$ cat src/design/assert_macros.svh
`ifndef ASSERT_MACROS_SVH
`define ASSERT_MACROS_SVH

// same-cycle implication, sampled on clock, off during reset
`define SBA_ASSERT_IMPL(lbl, ante, cons) \
   lbl: assert property (@(posedge clock) disable iff (reset) (ante) |-> (cons)) \
      else $error("sba assertion failed");

// next-cycle implication, sampled on clock, off during reset
`define SBA_ASSERT_NEXT(lbl, ante, cons) \
   lbl: assert property (@(posedge clock) disable iff (reset) (ante) |=> (cons)) \
      else $error("sba assertion failed");

`endif

$ cat src/design/sba_pkg.sv
package sba_pkg;

   localparam int DISPLAY_COLUMNS   = 32;
   localparam int MAX_SPECTRUM_BINS = 1024;
   localparam int MAX_BIN_WIDTH     = 36;
   localparam int MAGNITUDE_BITS    = 20;

   localparam int FIRST_BIN_W  = $clog2(MAX_SPECTRUM_BINS);
   localparam int BIN_CNT_W    = FIRST_BIN_W + 1;
   localparam int BIN_WIDTH_W  = 6;
   localparam int FOLD_MODE_W  = 2;
   localparam int CSR_DATA_W   = 10;
   localparam int CSR_INDEX_W  = 2;
   localparam int ACC_W        = MAGNITUDE_BITS + $clog2(MAX_BIN_WIDTH);
   localparam int VALUE_W      = 16;
   localparam int COL_W        = 5;
   localparam int CNT_W        = $clog2(DISPLAY_COLUMNS + 1);
   localparam int DIV_CNT_W    = $clog2(ACC_W);
   localparam int JOB_DEPTH    = 4;
   localparam int JOB_PTR_W    = $clog2(JOB_DEPTH);

   localparam logic [BIN_CNT_W-1:0] BIN_CNT_MAX = {BIN_CNT_W{1'b1}};
   localparam logic [VALUE_W-1:0]   VALUE_SAT   = {VALUE_W{1'b1}};
   localparam logic [CNT_W-1:0]     LAST_COL    = CNT_W'(DISPLAY_COLUMNS - 1);

   typedef enum logic [FOLD_MODE_W-1:0] {
      FOLD_SUM  = 2'd0,
      FOLD_MAX  = 2'd1,
      FOLD_AVG  = 2'd2,
      FOLD_NONE = 2'd3
   } fold_type;

   typedef enum logic [CSR_INDEX_W-1:0] {
      CSR_FIRST_BIN = 2'd0,
      CSR_BIN_WIDTH = 2'd1,
      CSR_FOLD_MODE = 2'd2
   } csr_index_type;

   typedef struct packed {
      logic [FIRST_BIN_W-1:0] first_bin;
      logic [BIN_WIDTH_W-1:0] bin_width;
      fold_type               fold_mode;
   } cfg_type;

   // one unit of work for the back end: a finished column and/or the empty tail
   typedef struct packed {
      logic                   has_column;
      logic                   fill;
      logic [CNT_W-1:0]       col;
      logic [ACC_W-1:0]       acc;
      logic [BIN_WIDTH_W-1:0] width;
      fold_type               mode;
   } job_type;

   typedef enum logic [1:0] {
      ST_IDLE,
      ST_DIV,
      ST_COLUMN,
      ST_FILL
   } back_state_type;

endpackage

$ cat src/design/sba_front.sv
module sba_front
   import sba_pkg::*;
(
   input  logic                      clock,
   input  logic                      reset,
   input  cfg_type                   cfg,
   input  logic                      push,
   output logic                      full,
   input  logic [MAGNITUDE_BITS-1:0] req_magnitude,
   input  logic                      req_frame_end,
   input  logic                      job_full,
   output logic                      job_push,
   output job_type                   job_wdata
);

   logic [BIN_CNT_W-1:0]   bin_cnt_ff, bin_cnt_in;
   logic [BIN_WIDTH_W-1:0] run_ff, run_in;
   logic [CNT_W-1:0]       cols_ff, cols_in;
   logic [ACC_W-1:0]       acc_ff, acc_in;

   logic                   accept;
   logic [BIN_WIDTH_W-1:0] width;
   logic                   in_window;
   logic [ACC_W-1:0]       mag_ext;
   logic [ACC_W-1:0]       acc_next;
   logic [BIN_WIDTH_W-1:0] run_next;
   logic                   col_done;
   logic [CNT_W-1:0]       cols_after;
   logic                   fill;

   assign accept = push && !job_full;
   assign full   = job_full;

   always_comb begin
      if (cfg.bin_width == '0) begin
         width = BIN_WIDTH_W'(1);
      end else if (cfg.bin_width > BIN_WIDTH_W'(MAX_BIN_WIDTH)) begin
         width = BIN_WIDTH_W'(MAX_BIN_WIDTH);
      end else begin
         width = cfg.bin_width;
      end
   end

   assign in_window = (bin_cnt_ff >= BIN_CNT_W'(cfg.first_bin))
                   && (cols_ff < CNT_W'(DISPLAY_COLUMNS));
   assign mag_ext   = ACC_W'(req_magnitude);

   always_comb begin
      if (cfg.fold_mode == FOLD_MAX) begin
         acc_next = (mag_ext > acc_ff) ? mag_ext : acc_ff;
      end else begin
         acc_next = acc_ff + mag_ext;
      end
   end

   assign run_next   = run_ff + BIN_WIDTH_W'(1);
   assign col_done   = in_window && (run_next >= width);
   assign cols_after = cols_ff + CNT_W'(col_done);
   // the empty tail only exists when the display is not yet full
   assign fill       = req_frame_end && (cols_after < CNT_W'(DISPLAY_COLUMNS));

   assign job_push             = accept && (col_done || fill);
   assign job_wdata.has_column = col_done;
   assign job_wdata.fill       = fill;
   assign job_wdata.col        = cols_ff;
   assign job_wdata.acc        = acc_next;
   assign job_wdata.width      = width;
   assign job_wdata.mode       = cfg.fold_mode;

   always_comb begin
      bin_cnt_in = bin_cnt_ff;
      run_in     = run_ff;
      cols_in    = cols_ff;
      acc_in     = acc_ff;
      if (accept) begin
         if (req_frame_end) begin
            bin_cnt_in = '0;
            run_in     = '0;
            cols_in    = '0;
            acc_in     = '0;
         end else begin
            if (bin_cnt_ff != BIN_CNT_MAX) begin
               bin_cnt_in = bin_cnt_ff + BIN_CNT_W'(1);
            end
            if (in_window) begin
               cols_in = cols_after;
               if (col_done) begin
                  run_in = '0;
                  acc_in = '0;
               end else begin
                  run_in = run_next;
                  acc_in = acc_next;
               end
            end
         end
      end
   end

   always_ff @(posedge clock) begin
      if (reset) begin
         bin_cnt_ff <= '0;
         run_ff     <= '0;
         cols_ff    <= '0;
         acc_ff     <= '0;
      end else begin
         bin_cnt_ff <= bin_cnt_in;
         run_ff     <= run_in;
         cols_ff    <= cols_in;
         acc_ff     <= acc_in;
      end
   end

endmodule

$ cat src/design/sba_job_fifo.sv
module sba_job_fifo
   import sba_pkg::*;
(
   input  logic    clock,
   input  logic    reset,
   input  logic    push,
   input  job_type wdata,
   output logic    full,
   input  logic    pop,
   output logic    empty,
   output job_type rdata
);

   job_type              mem [JOB_DEPTH];
   logic [JOB_PTR_W-1:0] wr_ptr_ff, wr_ptr_in;
   logic [JOB_PTR_W-1:0] rd_ptr_ff, rd_ptr_in;
   logic [JOB_PTR_W:0]   count_ff, count_in;
   logic                 do_push;
   logic                 do_pop;

   assign full    = (count_ff == (JOB_PTR_W + 1)'(JOB_DEPTH));
   assign empty   = (count_ff == '0);
   assign do_push = push && !full;
   assign do_pop  = pop && !empty;
   assign rdata   = mem[rd_ptr_ff];

   always_comb begin
      wr_ptr_in = do_push ? wr_ptr_ff + JOB_PTR_W'(1) : wr_ptr_ff;
      rd_ptr_in = do_pop ? rd_ptr_ff + JOB_PTR_W'(1) : rd_ptr_ff;
      count_in  = count_ff;
      if (do_push && !do_pop) begin
         count_in = count_ff + (JOB_PTR_W + 1)'(1);
      end else if (do_pop && !do_push) begin
         count_in = count_ff - (JOB_PTR_W + 1)'(1);
      end
   end

   always_ff @(posedge clock) begin
      if (do_push) begin
         mem[wr_ptr_ff] <= wdata;
      end
   end

   always_ff @(posedge clock) begin
      if (reset) begin
         wr_ptr_ff <= '0;
         rd_ptr_ff <= '0;
         count_ff  <= '0;
      end else begin
         wr_ptr_ff <= wr_ptr_in;
         rd_ptr_ff <= rd_ptr_in;
         count_ff  <= count_in;
      end
   end

endmodule

$ cat src/design/sba_back.sv
`include "assert_macros.svh"

module sba_back
   import sba_pkg::*;
(
   input  logic               clock,
   input  logic               reset,
   input  logic               job_empty,
   input  job_type            job_rdata,
   output logic               job_pop,
   output logic               empty,
   input  logic               pop,
   output logic [COL_W-1:0]   rsp_column_index,
   output logic [VALUE_W-1:0] rsp_column_value,
   output logic               rsp_column_empty,
   output logic               rsp_last_column
);

   back_state_type state_ff, state_in;

   logic                   fill_ff, fill_in;
   fold_type               mode_ff, mode_in;
   logic [BIN_WIDTH_W-1:0] width_ff, width_in;
   logic [CNT_W-1:0]       col_ff, col_in;
   logic [ACC_W-1:0]       acc_ff, acc_in;
   logic [BIN_WIDTH_W-1:0] rem_ff, rem_in;
   logic [DIV_CNT_W-1:0]   div_cnt_ff, div_cnt_in;

   logic                   rsp_valid_ff;
   logic [COL_W-1:0]       rsp_index_ff;
   logic [VALUE_W-1:0]     rsp_value_ff;
   logic                   rsp_empty_ff;
   logic                   rsp_last_ff;

   logic                   out_free;
   logic                   out_load;
   logic [VALUE_W-1:0]     out_value;
   logic                   out_empty;
   logic                   div_last;
   logic [BIN_WIDTH_W:0]   trial;
   logic                   q_bit;
   logic                   fill_load;
   logic                   last_load;

   assign out_free = !rsp_valid_ff || pop;
   assign div_last = (div_cnt_ff == DIV_CNT_W'(ACC_W - 1));

   // next state
   always_comb begin
      state_in = state_ff;
      case (state_ff)
         ST_IDLE: begin
            if (!job_empty) begin
               if (!job_rdata.has_column) begin
                  state_in = ST_FILL;
               end else if (job_rdata.mode == FOLD_AVG) begin
                  state_in = ST_DIV;
               end else begin
                  state_in = ST_COLUMN;
               end
            end
         end
         ST_DIV: begin
            if (div_last) begin
               state_in = ST_COLUMN;
            end
         end
         ST_COLUMN: begin
            if (out_free) begin
               state_in = fill_ff ? ST_FILL : ST_IDLE;
            end
         end
         ST_FILL: begin
            if (out_free && (col_ff == LAST_COL)) begin
               state_in = ST_IDLE;
            end
         end
         default: begin
            state_in = ST_IDLE;
         end
      endcase
   end

   // outputs of the sequencer
   always_comb begin
      job_pop   = 1'b0;
      out_load  = 1'b0;
      out_value = '0;
      out_empty = 1'b0;
      case (state_ff)
         ST_IDLE: begin
            job_pop = !job_empty;
         end
         ST_DIV: begin
            job_pop = 1'b0;
         end
         ST_COLUMN: begin
            out_load = out_free;
            if (mode_ff == FOLD_NONE) begin
               out_value = '0;
            end else if (acc_ff > ACC_W'(VALUE_SAT)) begin
               out_value = VALUE_SAT;
            end else begin
               out_value = acc_ff[VALUE_W-1:0];
            end
         end
         ST_FILL: begin
            out_load  = out_free;
            out_empty = 1'b1;
         end
         default: begin
            job_pop = 1'b0;
         end
      endcase
   end

   // restoring divider, one quotient bit per cycle, quotient shifts into acc
   assign trial = {rem_ff, acc_ff[ACC_W-1]};
   assign q_bit = (trial >= {1'b0, width_ff});

   always_comb begin
      fill_in    = fill_ff;
      mode_in    = mode_ff;
      width_in   = width_ff;
      col_in     = col_ff;
      acc_in     = acc_ff;
      rem_in     = rem_ff;
      div_cnt_in = div_cnt_ff;
      if (job_pop) begin
         fill_in    = job_rdata.fill;
         mode_in    = job_rdata.mode;
         width_in   = job_rdata.width;
         col_in     = job_rdata.col;
         acc_in     = job_rdata.acc;
         rem_in     = '0;
         div_cnt_in = '0;
      end else if (state_ff == ST_DIV) begin
         rem_in     = q_bit ? BIN_WIDTH_W'(trial - {1'b0, width_ff})
                            : trial[BIN_WIDTH_W-1:0];
         acc_in     = {acc_ff[ACC_W-2:0], q_bit};
         div_cnt_in = div_cnt_ff + DIV_CNT_W'(1);
      end else if (out_load) begin
         col_in = col_ff + CNT_W'(1);
      end
   end

   always_ff @(posedge clock) begin
      if (reset) begin
         state_ff <= ST_IDLE;
      end else begin
         state_ff <= state_in;
      end
   end

   always_ff @(posedge clock) begin
      fill_ff    <= fill_in;
      mode_ff    <= mode_in;
      width_ff   <= width_in;
      col_ff     <= col_in;
      acc_ff     <= acc_in;
      rem_ff     <= rem_in;
      div_cnt_ff <= div_cnt_in;
   end

   // result register, parts the sequencer from the consumer
   always_ff @(posedge clock) begin
      if (reset) begin
         rsp_valid_ff <= 1'b0;
      end else if (out_load) begin
         rsp_valid_ff <= 1'b1;
      end else if (pop) begin
         rsp_valid_ff <= 1'b0;
      end
   end

   always_ff @(posedge clock) begin
      if (out_load) begin
         rsp_index_ff <= col_ff[COL_W-1:0];
         rsp_value_ff <= out_value;
         rsp_empty_ff <= out_empty;
         rsp_last_ff  <= (col_ff == LAST_COL);
      end
   end

   assign empty            = !rsp_valid_ff;
   assign rsp_column_index = rsp_index_ff;
   assign rsp_column_value = rsp_value_ff;
   assign rsp_column_empty = rsp_empty_ff;
   assign rsp_last_column  = rsp_last_ff;

   assign fill_load = (state_ff == ST_FILL) && out_load;
   assign last_load = out_load && (col_ff == LAST_COL);

   `SBA_ASSERT_NEXT(a_fill_is_empty_zero, fill_load, rsp_empty_ff && (rsp_value_ff == '0))
   `SBA_ASSERT_NEXT(a_last_col_ends_frame, last_load, (state_ff == ST_IDLE) && rsp_last_ff)
   `SBA_ASSERT_NEXT(a_div_then_column, (state_ff == ST_DIV) && div_last, state_ff == ST_COLUMN)

endmodule

$ cat src/design/spectrum_band_aggregator.sv
// path: a finished column goes through the job queue, the back-end job registers and the result
// register; the floor average adds the bit-serial divider (ST_DIV) before the result register
// throughput: one magnitude per cycle until the 4-entry job queue fills; the back end finishes
// each job, its column and any empty columns at frame end, before it pops the next one
// reset: synchronous, active high; registers return to first_bin 0, bin_width 8, fold_mode 2,
// frame counters clear and both queues empty
module spectrum_band_aggregator
   import sba_pkg::*;
(
   input  logic                      clock,
   input  logic                      reset,
   input  logic                      push,
   output logic                      full,
   input  logic [MAGNITUDE_BITS-1:0] req_magnitude,
   input  logic                      req_frame_end,
   output logic                      empty,
   input  logic                      pop,
   output logic [COL_W-1:0]          rsp_column_index,
   output logic [VALUE_W-1:0]        rsp_column_value,
   output logic                      rsp_column_empty,
   output logic                      rsp_last_column,
   input  logic                      csr_wen,
   input  logic [CSR_INDEX_W-1:0]    csr_index,
   input  logic [CSR_DATA_W-1:0]     csr_wdata
);

   cfg_type cfg_ff, cfg_in;

   logic    job_push;
   logic    job_full;
   logic    job_pop;
   logic    job_empty;
   job_type job_wdata;
   job_type job_rdata;

   always_comb begin
      cfg_in = cfg_ff;
      if (csr_wen) begin
         case (csr_index)
            CSR_FIRST_BIN: cfg_in.first_bin = csr_wdata[FIRST_BIN_W-1:0];
            CSR_BIN_WIDTH: cfg_in.bin_width = csr_wdata[BIN_WIDTH_W-1:0];
            CSR_FOLD_MODE: cfg_in.fold_mode = fold_type'(csr_wdata[FOLD_MODE_W-1:0]);
            default: cfg_in = cfg_ff;
         endcase
      end
   end

   always_ff @(posedge clock) begin
      if (reset) begin
         cfg_ff.first_bin <= '0;
         cfg_ff.bin_width <= BIN_WIDTH_W'(8);
         cfg_ff.fold_mode <= FOLD_AVG;
      end else begin
         cfg_ff <= cfg_in;
      end
   end

   sba_front u_front (
      .clock         (clock),
      .reset         (reset),
      .cfg           (cfg_ff),
      .push          (push),
      .full          (full),
      .req_magnitude (req_magnitude),
      .req_frame_end (req_frame_end),
      .job_full      (job_full),
      .job_push      (job_push),
      .job_wdata     (job_wdata)
   );

   sba_job_fifo u_job_fifo (
      .clock (clock),
      .reset (reset),
      .push  (job_push),
      .wdata (job_wdata),
      .full  (job_full),
      .pop   (job_pop),
      .empty (job_empty),
      .rdata (job_rdata)
   );

   sba_back u_back (
      .clock            (clock),
      .reset            (reset),
      .job_empty        (job_empty),
      .job_rdata        (job_rdata),
      .job_pop          (job_pop),
      .empty            (empty),
      .pop              (pop),
      .rsp_column_index (rsp_column_index),
      .rsp_column_value (rsp_column_value),
      .rsp_column_empty (rsp_column_empty),
      .rsp_last_column  (rsp_last_column)
   );

endmodule
$ cat config.mk
export PLATFORM = sky130hd
export DESIGN_NAME = spectrum_band_aggregator
export DESIGN_NICKNAME = d
export VERILOG_FILES = /design/src/design/sba_pkg.sv /design/src/design/sba_front.sv /design/src/design/sba_job_fifo.sv /design/src/design/sba_back.sv /design/src/design/spectrum_band_aggregator.sv
export VERILOG_INCLUDE_DIRS = /design/src /design/src/design
export SDC_FILE = /design/constraint.sdc
export NUM_CORES = 1
export LEC_CHECK = 0
export BUFFER_PORTS_ARGS = -buffer_cell sky130_fd_sc_hd__buf_2
export CORE_ASPECT_RATIO = 0.75
export CORE_MARGIN = 4
export CORE_UTILIZATION = 45
export DETAILED_ROUTE_END_ITERATION = 8
export SETUP_SLACK_MARGIN = 0.2
export SLEW_MARGIN = 20
export SYNTH_ARGS = -nofsm -noshare
export SYNTH_HDL_FRONTEND = slang
export SYNTH_HIERARCHICAL = 1
export SYNTH_SLANG_ARGS = --single-unit
$ cat constraint.sdc
create_clock -name clock -period 5.3 [get_ports clock]
set_clock_uncertainty 0.05 [all_clocks]
set_input_delay 0.53 -clock clock [delete_from_list [all_inputs] [get_ports clock]]
set_output_delay 0.53 -clock clock [all_outputs]
set_load 0.02 [all_outputs]
======== Yosys cells after proc, flatten, opt, wreduce, memory -nomap -nowiden ========
Memories as Yosys holds them, arrays and structs flattened. A register that Yosys moved wholly into a read port is not among the register bits.
Index checks and enable logic that the tools add are counted.
storage, ports and cells
  flip-flop bits (word level) ............. 152
  RAM bits ................................ 168
  input bits .............................. 38
  output and inout port bits .............. 25
  word-level logic and storage cells ...... 137
  memories kept ........................... 1
memories
  memory          words  bits a word  read ports  clocked after Yosys merged registers in  wr ports  line                RTL
  u_job_fifo.mem  4      42           1           1                                        1         sba_job_fifo.sv:14  job_type mem [JOB_DEPTH];
cells by class
  add/sub/neg operators ................... 11
  magnitude comparators ................... 8
  eq/ne operators ......................... 17
  multiplexer cells ....................... 40
  bitwise operators ....................... 1
  reductions and logical operators ........ 36
operator list
  operator                                                          number
  two-way mux 26 bit                                                7
  two-way mux 6 bit                                                 11
  adder 26 x 20 -> 26 bit                                           1
  greater-than comparator 20 x 26 -> 1 bit                          1
  greater-than comparator 26 x 16 -> 1 bit (second input constant)  1
  two-way mux 11 bit                                                2
  two-way mux 2 bit                                                 9
  two-way mux 16 bit                                                1
  adder 6 x 1 -> 6 bit (second input constant)                      2
  < comparator 6 bit (second input constant)                        2
  AND reduction 2 bit                                               6
  nonzero test 2 bit                                                6
  adder 11 x 1 -> 11 bit (second input constant)                    1
  greater-or-equal comparator 11 x 10 -> 1 bit                      1
  != test 11 bit (second input constant)                            1
  == test 2 bit (second input constant)                             5
  logical AND 1 bit                                                 10
  one-hot mux 2 bit (4 select lines)                                1
  greater-or-equal comparator 7 x 6 -> 1 bit                        1
  two-way mux 1 bit                                                 7
  adder 6 x 1 -> 6 bit                                              1
  == test 2 x 1 -> 1 bit (second input constant)                    3
  == test 6 x 5 -> 1 bit (second input constant)                    1
  greater-or-equal comparator 6 bit                                 1
  other kinds (19)                                                  31

======== Longest topological paths before layout ========
Gate-level depths: netlist of the first run.
  depth after elaboration ................. 15
  gate-level depth with buffers ........... 22
  gate-level depth less buffers ........... 22

======== By module ========
The synthesis of the first run kept the hierarchy.
by module, submodules not included
  module                    instances  cells an instance  area an instance (um2)  sequential area each (um2)
  sba_job_fifo              1          268                6581.3                  5225.0
  sba_front                 1          623                4949.7                  980.9
  sba_back                  1          255                3515.9                  2202.1
  spectrum_band_aggregator  1          76                 789.5                   360.3

======== Worst setup path after synthesis of the first run ========
Ideal clock, no wire load.
  kind .................................... flip-flop to flip-flop
  start ................................... register u_front.bin_cnt_ff[0]
  end ..................................... memory u_job_fifo/mem[0][0] (netlist name) (enable)
  setup time .............................. 0.403 ns
  arrival ................................. 4.267 ns
  required time ........................... 4.847 ns
  path slack .............................. 0.580 ns
  cell stages (with the launch flop) ...... 18
  buffers on the path ..................... 1
  clock period less this slack ............ 4.720 ns
  cell sequence ........................... dfxtp_1 inv_1 ha_1 nand2b_1 a211o_1 a21oi_1 or3_1 clkbuf_1 nor2b_1 ha_1 and3_1 and3_1 or2_2 a21oi_1 o21a_1 inv_1 nor2_1 and2_1
between the ends
  cells in the longest elaborated chain, start to end .. 11
ends and longest elaborated chain
  what                                          line                            RTL
  start, declared                               sba_front.sv:16                 logic [BIN_CNT_W-1:0] bin_cnt_ff, bin_cnt_in;
  start signal, assigned                        sba_front.sv:106                bin_cnt_ff <= bin_cnt_in;
  greater-or-equal comparator 11 x 10 -> 1 bit  sba_front.sv:44                 assign in_window = (bin_cnt_ff >= BIN_CNT_W'(cfg.first_bin))
  logical AND 1 bit                             sba_front.sv:45                 && (cols_ff < CNT_W'(DISPLAY_COLUMNS));
  logical AND 1 bit                             sba_front.sv:57                 assign col_done = in_window && (run_next >= width);
  net u_front.col_done                          sba_front.sv:27                 logic col_done;
  adder 6 x 1 -> 6 bit                          sba_front.sv:58                 assign cols_after = cols_ff + CNT_W'(col_done);
  < comparator 6 bit                            sba_front.sv:60                 assign fill = req_frame_end && (cols_after < CNT_W'(DISPLAY_COLUMNS));
  logical AND 1 bit                             sba_front.sv:60
  net u_front.fill                              sba_front.sv:29                 logic fill;
  logical OR 1 bit                              sba_front.sv:62                 assign job_push = accept && (col_done || fill);
  logical AND 1 bit                             sba_front.sv:62
  net job_push                                  spectrum_band_aggregator.sv:29  logic job_push;
  logical AND 1 bit                             sba_job_fifo.sv:23              assign do_push = push && !full;
  net u_job_fifo.do_push                        sba_job_fifo.sv:18              logic do_push;
  two-way mux 1 bit                             sba_job_fifo.sv:39              if (do_push) begin
  two-way mux 1 bit (implied by the code)       sba_job_fifo.sv:40              mem[wr_ptr_ff] <= wdata;
  end, declared                                 sba_job_fifo.sv:14
The timed path passes the listed nets, and every way through them passes these cells.

==> reports/metrics.yaml, run 1 <==
numCtsBuffers: 34
multi_input_area_sq_um: 6472
place_hpwl_um: 22740
critPathBufInv: 3
worstHoldPathCells: 3
synth_area_sq_um: 15840
post-route-min-period_ns: 4.789
worst_pin_slew_ns: 0.9787
yosysUniqueCellTypes: 91
ys_seq_area_share_pct: 55.37
syn_inst: 1222
antenna_found_initial: 0
drt-initial-drc-count: 631
chipHeight_um: 170.5
final_nets: 1392
vias: 9556
ys_warn_count: 6
clk_latency_ns: 0.52
worst_ir_drop_vdd_uv: 248.4
fin_area_sq_um: 17710
slew_headroom_pct: 34.35
clockBufferDepth: 3
synth_edf_count: 232
synth_area_per_cell_sq_um: 12.96
slew_viol_final: 0
synth_ff_type: "edfxtp_1"
fill_cells: 3039
h-tree-depth: 2
post-cts-setup-buffers: 0
drt_wl_total_um: 33230
async_flop_share_pct: 0
drt-vias-per-instance: 5.430
rows: 59
fmax_mhz: 208.8
status: "finished, final reports clean"
syn_nets: 1337
final_cells: 1760
worstHoldStart: "csr_wdata[8]"
grt_pass1_wl_um: 53460
drc: 0
finalWeightedCongestion: 0.8407
p_leak_nw: 6.340
setup_viol_count_final: 0
grt_use_total_pct: 17.51
clkTransAtPathRegs_ns: 0.06
cts_tree: "built"
path_class: "reg2reg"
gr-total-overflow: 0
dieWidth_um: 224.6
core_area_sq_um: 34700
fin_tns_setup_ns: 0
root_buffer: "clkbuf_16"
crit_path_start_kind: "register"
hold_path_class: "in2reg"
rsz0062_at_grt: "no"
area_growth_pct: 11.84
min_to: "cfg_ff[16]$_SDFFE_PP0P_"
reg2regPathDepth: 21
drv_cap: 0
ys_ff_latch: 322
cpLargestDelayFamily: "simple AND/OR/NAND/NOR gates"
clkSinkCount: 322
diodes: 0
r2r_setup_slack_ns: 0.51
cp.required_ns: 5.70
report.final.hold_viol_count: 0
arrival_ns: 5.19
firstDrtPassIters: 6
r2r_start: "cfg_ff[7]$_SDFFE_PP0P_"
grt_max_degree: 54
cp-end-kind: "register"
place_area_sq_um: 16540
period_share_pct: 90.35
start_util_pct: 45.64
crit_slowest_cell: "dfxtp_1"
finalPower_mw: 8.078
powerDensity_nw_per_um2: 456.1
seqCellArea_sq_um: 8771
wl_per_cell_um: 18.88
grt_pass1_vias: 9590
die_area_sq_um: 38290
dp_cells: 1698
io_buffers: 62
crit_chain: "inv_1, a22o_2, ha_1, nand2b_1, a211oi_1, o31ai_1, nor2b_2, ha_1, and3_1, and3_1, or2_2, a21oi_2, o21a_1, inv_1, nor2_1, ha_1, inv_1, fa_1, xor2_1, or3_1, a21oi_1"
drive_above_1_share_pct: 18.80
path_max_fanout: 8
ant_nets: 0
reg2reg_to: "u_job_fifo/count_ff[2]$_SDFFE_PP0P_"
io_pins: 63
max_stage_delay_ns: 0.46
hold_slack_ns: 0.2164
-- through the flow --
step	utilization (%)	setup slack [ns]
2_1_floorplan	-	0.5799
3_3_place_gp	47.66	0.5646
3_5_place_dp	47.66	0.3737
4_1_cts	51.03	0.3476
5_1_grt	51.05	0.2084
6_report	51.05	0.5113
-- Yosys cell counts (all sizes together), types with 4 or more instances --
library cell / n / area [sq um]
xor2: 26 / 227.7
mux2: 29 / 326.6
and3: 6 / 37.54
a31oi: 7 / 43.79
nand2b: 46 / 287.8
edfxtp: 232 / 6967
a211o: 4 / 35.03
o221ai: 4 / 35.03
o21ai: 35 / 190.2
o211ai: 11 / 82.58
a21oi: 49 / 245.2
nor3b: 4 / 40.03
buf: 30 / 250.2
nor2b: 11 / 71.32
nand2: 60 / 225.2
nor3: 12 / 71.32
nor4: 11 / 81.32
o21bai: 4 / 30.03
mux2i: 51 / 510.5
mux4: 42 / 953.4
nand3: 19 / 95.09
dfxtp: 90 / 1802
or2: 10 / 62.56
or3: 11 / 68.82
inv: 72 / 270.3
o22ai: 4 / 25.02
clkbuf: 26 / 100.1
a21o: 7 / 52.55
a211oi: 12 / 115.1
and2: 7 / 43.79
or4: 6 / 52.55
a22o: 16 / 140.1
xnor2: 20 / 175.2
o31ai: 7 / 76.32
ha: 74 / 925.9
nand4: 15 / 93.84
nor2: 81 / 314.0
o21a: 22 / 172.7
o311ai: 6 / 70.08
-- metal layers --
metal | part of all wire [%] | GRT usage [%] | vias up | wire length (um)
met1 | 54 | 28.15 | 4690 | 17800
met2 | 41 | 25.21 | 139 | 13780
met3 | 3.6 | 2.535 | 35 | 1183
li1 | - | - | 4692 | -
met5 | 0 | 0 | - | 0
met4 | 1.4 | 3.621 | 0 | 463
-- area by class of cell --
type / count / area share (%)
inverters: 72 / 1.526
flip-flops and latches: 322 / 49.52
clock buffers: 44 / 5.249
clock inverters: 18 / 1.349
multi-input cells: 772 / 36.54
repair buffers: 75 / 2.585
well taps: 457 / 3.228
-- placed cells by master (no fill, tap or decap), drive strengths merged, types with 20 or more instances in the layout --
cell,netlist,routed
nand2,60,60
inv,72,73
xor2,26,26
o21ai,35,35
dfxtp,90,90
mux4,42,42
xnor2,20,20
a21oi,49,49
clkbuf,26,44
nand2b,46,46
nor2,81,81
edfxtp,232,232
ha,74,74
o21a,22,22
mux2,29,29
buf,30,75
mux2i,51,51
-- how the worst max path moves through the flow --
stage          cells after the start                                   to                                from  slack [ns]
2_1_floorplan                     17       u_job_fifo/mem[0][0]$_DFFE_PP_  u_front/bin_cnt_ff[0]$_SDFFE_PP0P_        0.58
3_3_place_gp                      22  u_job_fifo/count_ff[2]$_SDFFE_PP0P_              cfg_ff[5]$_SDFFE_PP1P_        0.56
3_5_place_dp                      21  u_job_fifo/count_ff[2]$_SDFFE_PP0P_              cfg_ff[7]$_SDFFE_PP0P_        0.37
4_1_cts                           21  u_job_fifo/count_ff[2]$_SDFFE_PP0P_              cfg_ff[7]$_SDFFE_PP0P_        0.35
5_1_grt                           22  u_job_fifo/count_ff[2]$_SDFFE_PP0P_      u_front/run_ff[0]$_SDFFE_PP0P_        0.21
6_report                          21  u_job_fifo/count_ff[2]$_SDFFE_PP0P_              cfg_ff[7]$_SDFFE_PP0P_        0.51
-- flip-flops by register name, summed over array words and instances, names as in the netlist, named ones only --
| signal | count |
|---|---|
| u_front/acc_ff | 26 |
| u_back/col_ff | 6 |
| u_front/cols_ff | 6 |
| u_back/acc_ff | 26 |
| u_job_fifo/count_ff | 3 |
| u_job_fifo/wr_ptr_ff | 2 |
| u_back/mode_ff | 2 |
| u_back/div_cnt_ff | 5 |
| u_back/rsp_column_empty | 1 |
| u_back/rem_ff | 6 |
| u_back/state_ff | 2 |
| u_back/rsp_column_index | 5 |
| u_job_fifo/mem | 168 |
| u_back/rsp_valid_ff | 1 |
| u_job_fifo/rd_ptr_ff | 2 |
| u_back/fill_ff | 1 |
| u_back/rsp_column_value | 16 |
| u_back/width_ff | 6 |
| cfg_ff | 18 |
| u_front/run_ff | 6 |
| u_front/bin_cnt_ff | 11 |
| u_back/rsp_last_column | 1 |
-- kinds of logic (layout without fill, tap and decap cells) --
kind of cell / after synthesis / in the layout / share of synthesized area, %
muxes: 122 / 122 / 11.31
buffers and inverters: 128 / 209 / 3.919
xor gates and xnor gates: 46 / 46 / 2.544
DFF: 322 / 322 / 55.37
and+or+nand+nor: 308 / 308 / 10.24
adders and majority gates: 77 / 77 / 6.226
AOI/OAI and AO/OA: 219 / 219 / 10.40
-- power by group --
| part | switching (mW) | leakage [nW] | internal (mW) |
|---|---|---|---|
| clock network | 0.985 | 0.558 | 1.50 |
| registers | 0.262 | 2.88 | 3.29 |
| logic | 1.17 | 2.90 | 0.880 |
-- worst register-to-register path, delay by kind of cell, from the launching register on --
family          cells  cell delay, ns
xor+xnor            1            0.18
compound gates      6            1.19
simple gates        7            1.49
buf+inv             3            0.26
flops               1            0.46
fa+ha+maj           4            1.08
-- timing repair --
action,CTS,global route
resized for setup,0,3
endpoints found under the setup margin,0,1
hold buffers,0,0
Note: power is estimated with default switching activity, not from simulation.
==> run 2, diff against run 1 <==
==> constraint.sdc (replaced) <==
create_clock -name clock -period 5.6 [get_ports clock]
set_clock_uncertainty 0.05 [all_clocks]
set_input_delay 0.56 -clock clock [delete_from_list [all_inputs] [get_ports clock]]
set_output_delay 0.56 -clock clock [all_outputs]
set_load 0.02 [all_outputs]
==> run 2 against run 1 <==
Against the previous run:
- sequential power is 6.2% lower
- highest routed layer is now met5
- largest power group unchanged
- hold slack better by 0.031 ns
- critical path type unchanged
- via count is 0.85% higher
- global-route usage is 0.10 points lower
==> reports/metrics.yaml, run 2 (synthesized netlist as in run 1, its figures left out) <==
path_class: "reg2reg"
crit_chain: "or2_2, nor2_1, a22o_1, ha_1, nand2b_1, a211oi_1, o31ai_2, nor2b_4, ha_1, and3_1, and3_1, or2_2, a21oi_4, o21a_1, inv_1, nor2_2, ha_1, inv_1, fa_1, xor2_1, or3_1, a21oi_1"
fin_tns_setup_ns: 0  # unchanged
cp-end-kind: "register"
antenna_found_initial: 0  # unchanged
dieWidth_um: 224.6  # unchanged
rows: 59  # unchanged
firstDrtPassIters: 5  # -1
post-cts-setup-buffers: 0  # unchanged
clkSinkCount: 322  # unchanged
final_cells: 1760  # unchanged
area_growth_pct: 11.71
grt_pass1_vias: 9327  # -2.7%
chipHeight_um: 170.5  # unchanged
final_nets: 1392  # unchanged
largest_register_ffs: 168  # unchanged
cts_tree: "built"
vias: 9637  # +0.85%
slew_headroom_pct: 33.56  # -0.79 points
worst_ir_drop_vdd_uv: 244.4  # -1.6%
drt_wl_total_um: 32960  # -0.80%
fill_cells: 3005  # -1.1%
drc: 0  # unchanged
drt-vias-per-instance: 5.476  # +0.85%
fin_area_sq_um: 17690  # -0.12%
start_util_pct: 45.64  # unchanged
grt_max_degree: 55  # +1.9%
crit_start: "cfg_ff[5]$_SDFFE_PP1P_"
crit_slowest_cell: "fa_1"
diodes: 0  # unchanged
drt-initial-drc-count: 515  # -18%
fmax_mhz: 204.2  # -2.2%
final_cell_mix: "232 x edfxtp_1, 88 x dfxtp_1, 78 x nor2_1"
seqCellArea_sq_um: 8771  # unchanged
max_stage_delay_ns: 0.38  # -0.08 ns
wl_per_cell_um: 18.73  # -0.80%
crit_path_start_kind: "register"
cp.required_ns: 5.99  # +0.29 ns
die_area_sq_um: 38290  # unchanged
slew_viol_final: 0  # unchanged
largest-register: "u_job_fifo/mem"
io_buffers: 62  # unchanged
status: "finished, final reports clean"
period_share_pct: 87.46  # -2.9 points
utilization_pct: 50.99  # -0.061 points
drive_above_1_share_pct: 18.57  # -0.23 points
final_common_cell: "edfxtp_1"
core_area_sq_um: 34700  # unchanged
place_area_sq_um: 16530  # about the same
worstHoldStart: "csr_wdata[6]"
hold_path_class: "in2reg"
grt_use_total_pct: 17.40  # -0.10 points
rsz0062_at_grt: "no"
path_max_fanout: 6  # -2
drv_cap: 0  # unchanged
clockBufferDepth: 3  # unchanged
h-tree-depth: 2  # unchanged
setup_viol_count_final: 0  # unchanged
clk_latency_ns: 0.52  # about the same
ant_nets: 0  # unchanged
io_pins: 63  # unchanged
multi_input_area_sq_um: 6491  # +0.29%
r2r_start: "cfg_ff[5]$_SDFFE_PP1P_"
finalWeightedCongestion: 0.8505  # +1.2%
gr-total-overflow: 0  # unchanged
report.final.hold_viol_count: 0  # unchanged
hold_slack_ns: 0.2471  # +0.03074 ns
arrival_ns: 5.29  # +0.10 ns
worst_pin_slew_ns: 0.9955  # +0.01685 ns
cpMostUsedCell: "ha_1"
place_hpwl_um: 22430  # -1.4%
ctsHoldBuffers: 0  # unchanged
dp_cells: 1697  # -0.059%
powerDensity_nw_per_um2: 428.1  # -6.1%
p_leak_nw: 6.324  # -0.25%
clkTransAtPathRegs_ns: 0.06  # about the same
root_buffer: "clkbuf_16"
numCtsBuffers: 35  # +2.9%
post-route-min-period_ns: 4.898  # +0.1089 ns
grt_pass1_wl_um: 53020  # -0.83%
largestRegisters: "u_job_fifo/mem: 168 flops, u_back/acc_ff: 26 flops, u_front/acc_ff: 26 flops"
-- run 2: changes by cell type in the layout (fill, tap and decap cells not counted), sizes merged --
cell,before,now
bufinv,5,4
clkbuf,44,43
clkinvlp,4,3
buf,75,74
inv,73,74
clkinv,8,11
-- run 2: power breakdown --
part	leakage [nW]	switching, mW	internal [mW]
combinational	2.90	1.12	0.831
clock	0.539	0.937	1.35
sequential	2.88	0.227	3.11
total	6.32	2.29	5.29
-- run 2: critical path, delay by kind of cell, from the launching register on --
family          cells  cell delay (ns)
xor+xnor            1             0.18
buf+inv             2             0.12
compound gates      6             1.15
simple gates        9             1.95
flops               1             0.32
fa+ha+maj           4             1.05
-- run 2: area by class of cell --
cell class                 count  area share [%]
tap                          457           3.232
multi-input combinational    772           36.69
timing repair buffer          74           2.546
clock buffer                  43           5.121
clock inverter                20           1.301
inverter                      72           1.528
sequential                   322           49.58
-- run 2: worst paths after layout --
check	slack, ns	to	cells after the start
setup / recovery	0.70	u_job_fifo/count_ff[2]$_SDFFE_PP0P_	22
hold / removal	0.25	cfg_ff[14]$_SDFFE_PP0P_	3
setup reg to reg	0.70	u_job_fifo/count_ff[2]$_SDFFE_PP0P_	22
hold reg to reg	0.42	cfg_ff[10]$_SDFFE_PP0P_	2
-- run 2: through the flow --
step	power (mW)	setup WS, ns
after floorplan	4.884	0.8799
after global placement	5.317	0.6875
after detailed placement	5.355	0.4202
after CTS	7.672	0.3790
after global routing	8.031	0.2298
final	7.574	0.7024
-- run 2: layer usage --
metal / GRT usage, % / vias up / wire length, um
li1: - / 4689 / -
met1: 27.86 / 4726 / 17280
met2: 24.24 / 171 / 13340
met3: 3.104 / 49 / 1593
met4: 4.393 / 2 / 695
met5: 0.9926 / - / 53
-- run 2: timing repair --
| item | in CTS | in global routing |
|---|---|---|
| resized for setup | 0 | 6 |
| hold endpoints to repair | 0 | 0 |
| setup endpoints to repair | 0 | 29 |
==> run 3, diff against run 2 <==
--- a/config.mk
+++ b/config.mk
@@ -9,7 +9,8 @@
 export BUFFER_PORTS_ARGS = -buffer_cell sky130_fd_sc_hd__buf_2
 export CORE_ASPECT_RATIO = 0.75
 export CORE_MARGIN = 4
-export CORE_UTILIZATION = 45
+export CORE_UTILIZATION = 30
+export CTS_BUF_LIST = sky130_fd_sc_hd__clkbuf_16
 export DETAILED_ROUTE_END_ITERATION = 8
 export SETUP_SLACK_MARGIN = 0.2
 export SLEW_MARGIN = 20
==> run 3 against run 2 <==
Against the previous run:
- core utilization decreased by 16 points
- critical path depth unchanged
- largest power group unchanged
- die area rose by 48%
- design area rose by 2.1%
- count of clock-buffer cells in the layout shrank 7
- worst setup slack lost 0.15 ns
- routed wire length increased by 3.8%
- critical endpoint unchanged
- non-clock buffer count is the same
- largest cell class unchanged
- first-iteration DRC count grew 18%
- clock power increased by 6%
- sequential share of layout area fell by 1.0 points
==> reports/metrics.yaml, run 3 (synthesized netlist as in run 1, its figures left out) <==
worst_pin_slew_ns: 1.002  # +0.006457 ns
dieWidth_um: 273.3  # +22%
ant_nets: 0  # unchanged
wl_per_cell_um: 17.03  # -9.1%
crit_chain: "or2_2, nor2_1, a22o_1, ha_1, nand2b_1, a211oi_1, o31ai_1, nor2b_2, ha_1, and3_1, and3_1, or2_2, a21oi_1, o21a_1, inv_1, nor2_2, ha_1, inv_1, fa_1, xor2_1, or3_1, a21oi_1"
reg2regPathDepth: 22  # unchanged
finalWorstSetupSlack_ns: 0.5547  # -0.1477 ns
post-cts-setup-buffers: 0  # unchanged
drt-vias-per-instance: 4.875  # -11%
largest_register_ffs: 168  # unchanged
fin_area_sq_um: 18050  # +2.1%
finalPower_mw: 7.716  # +1.9%
drv_cap: 0  # unchanged
fmax_mhz: 198.2  # -2.9%
worst_ir_drop_vdd_uv: 173.8  # -29%
io_buffers: 62  # unchanged
cp.required_ns: 6.00  # about the same
area_growth_pct: 14.01
numCtsBuffers: 36  # +2.9%
grt_max_degree: 55  # unchanged
clkSinkCount: 322  # unchanged
ctsHoldBuffers: 0  # unchanged
firstDrtPassIters: 5  # unchanged
r2r_setup_slack_ns: 0.55  # -0.15 ns
place_hpwl_um: 23410  # +4.4%
cp-end-kind: "register"
cpLargestDelayFamily: "simple AND/OR/NAND/NOR gates"
r2r_start: "cfg_ff[5]$_SDFFE_PP1P_"
max_stage_delay_ns: 0.37  # about the same
die_area_sq_um: 56570  # +48%
powerDensity_nw_per_um2: 427.3  # -0.19%
hold_path_class: "in2reg"
postCtsResizedCells: 0  # unchanged
worstHoldStart: "csr_wdata[6]"
fin_tns_setup_ns: 0  # unchanged
rsz0062_at_grt: "no"
grt_pass1_vias: 9840  # +5.5%
status: "finished, final reports clean"
p_leak_nw: 6.392  # +1.1%
antenna_found_initial: 1  # +1
clkTransAtPathRegs_ns: 0.06  # about the same
path_max_fanout: 6  # unchanged
grt_use_total_pct: 12.16  # -5.2 points
min_to: "cfg_ff[14]$_SDFFE_PP0P_"
report.final.hold_viol_count: 0  # unchanged
crit_slowest_cell: "fa_1"
drt_wl_total_um: 34200  # +3.8%
period_share_pct: 90.09  # +2.6 points
met3_usage_pct: 2.138  # -0.97 points
busiest_layer: "met1"
finalWeightedCongestion: 0.8326  # -2.1%
vias: 9789  # +1.6%
post-route-min-period_ns: 5.045  # +0.1477 ns
largestRegisters: "u_job_fifo/mem: 168 flops, u_back/acc_ff: 26 flops, u_front/acc_ff: 26 flops"
worstHoldPathCells: 3  # unchanged
crit_path_start_kind: "register"
slew_viol_final: 0  # unchanged
core_area_sq_um: 51890  # +50%
final_cell_mix: "232 x edfxtp_1, 88 x dfxtp_1, 78 x nor2_1"
cts_tree: "built"
place_area_sq_um: 16840  # +1.9%
diodes: 0  # unchanged
dp_cells: 1943  # +14%
grt_util_met2_pct: 18.04  # -6.2 points
clk_latency_ns: 0.53  # about the same
gr-total-overflow: 0  # unchanged
grt_pass1_wl_um: 55080  # +3.9%
clockBufferDepth: 3  # unchanged
drive_above_1_share_pct: 19.08  # +0.51 points
arrival_ns: 5.45  # +0.16 ns
critPathBufInv: 2  # unchanged
path_class: "reg2reg"
drt-initial-drc-count: 607  # +18%
cpMostUsedCell: "ha_1"
largest-register: "u_job_fifo/mem"
h-tree-depth: 2  # unchanged
root_buffer: "clkbuf_16"
io_pins: 63  # unchanged
rows: 72  # +22%
final_common_cell: "edfxtp_1"
drc: 0  # unchanged
met1_usage_pct: 18.34  # -9.5 points
slew_headroom_pct: 32.79  # -0.77 points
final_nets: 1393  # +0.072%
reg2reg_to: "u_job_fifo/count_ff[2]$_SDFFE_PP0P_"
dp_slack_ns: 0.4667  # +0.04652 ns
final_cells: 2008  # +14%
start_util_pct: 30.52  # -15 points
setup_viol_count_final: 0  # unchanged
chipHeight_um: 207.0  # +21%
[run 3: worst max-delay path by stage]
stage,depth (start not counted),end,startpoint,slack [ns]
finish,22,u_job_fifo/count_ff[2]$_SDFFE_PP0P_,cfg_ff[5]$_SDFFE_PP1P_,0.55
global route,22,u_job_fifo/count_ff[2]$_SDFFE_PP0P_,cfg_ff[5]$_SDFFE_PP1P_,0.25
CTS,22,u_job_fifo/count_ff[2]$_SDFFE_PP0P_,cfg_ff[5]$_SDFFE_PP1P_,0.45
detailed placement,22,u_job_fifo/count_ff[2]$_SDFFE_PP0P_,cfg_ff[5]$_SDFFE_PP1P_,0.47
global placement,22,u_job_fifo/count_ff[2]$_SDFFE_PP0P_,cfg_ff[5]$_SDFFE_PP1P_,0.69
floorplan,17,u_job_fifo/mem[0][0]$_DFFE_PP_,u_front/bin_cnt_ff[0]$_SDFFE_PP0P_,0.88
[run 3: worst min-delay path, cell delays in order]
cell and delay (ns):
buf_2 0.10, nand2b_1 0.05, mux2i_1 0.06
[run 3: per-stage QoR]
stage          util (%)  hold slack, ns
3_3_place_gp      32.45          0.4150
4_1_cts           34.78          0.2334
6_report          34.79          0.2567
5_1_grt           34.79          0.2545
2_1_floorplan         -          0.3987
3_5_place_dp      32.45          0.4180
[run 3: cell type report]
class	instances	area, sq um
inverter	72	270.3
tap	703	879.6
sequential	322	8771
timing repair buffer	74	450.4
multi-input combinational	772	6470
clock buffer	36	900.9
clock inverter	29	312.8
fill	5105	33840
[run 3: report_power, final]
group | internal, mW | switching, mW | total, mW
clock | 1.46 | 0.954 | 2.41
sequential | 3.11 | 0.241 | 3.35
combinational | 0.830 | 1.12 | 1.95
[run 3: per-layer routing]
layer,vias to the layer above,part of all wire [%]
met2,225,43
met1,4816,50
met3,50,5.1
met4,2,1.8
met5,-,0.038
li1,4696,-
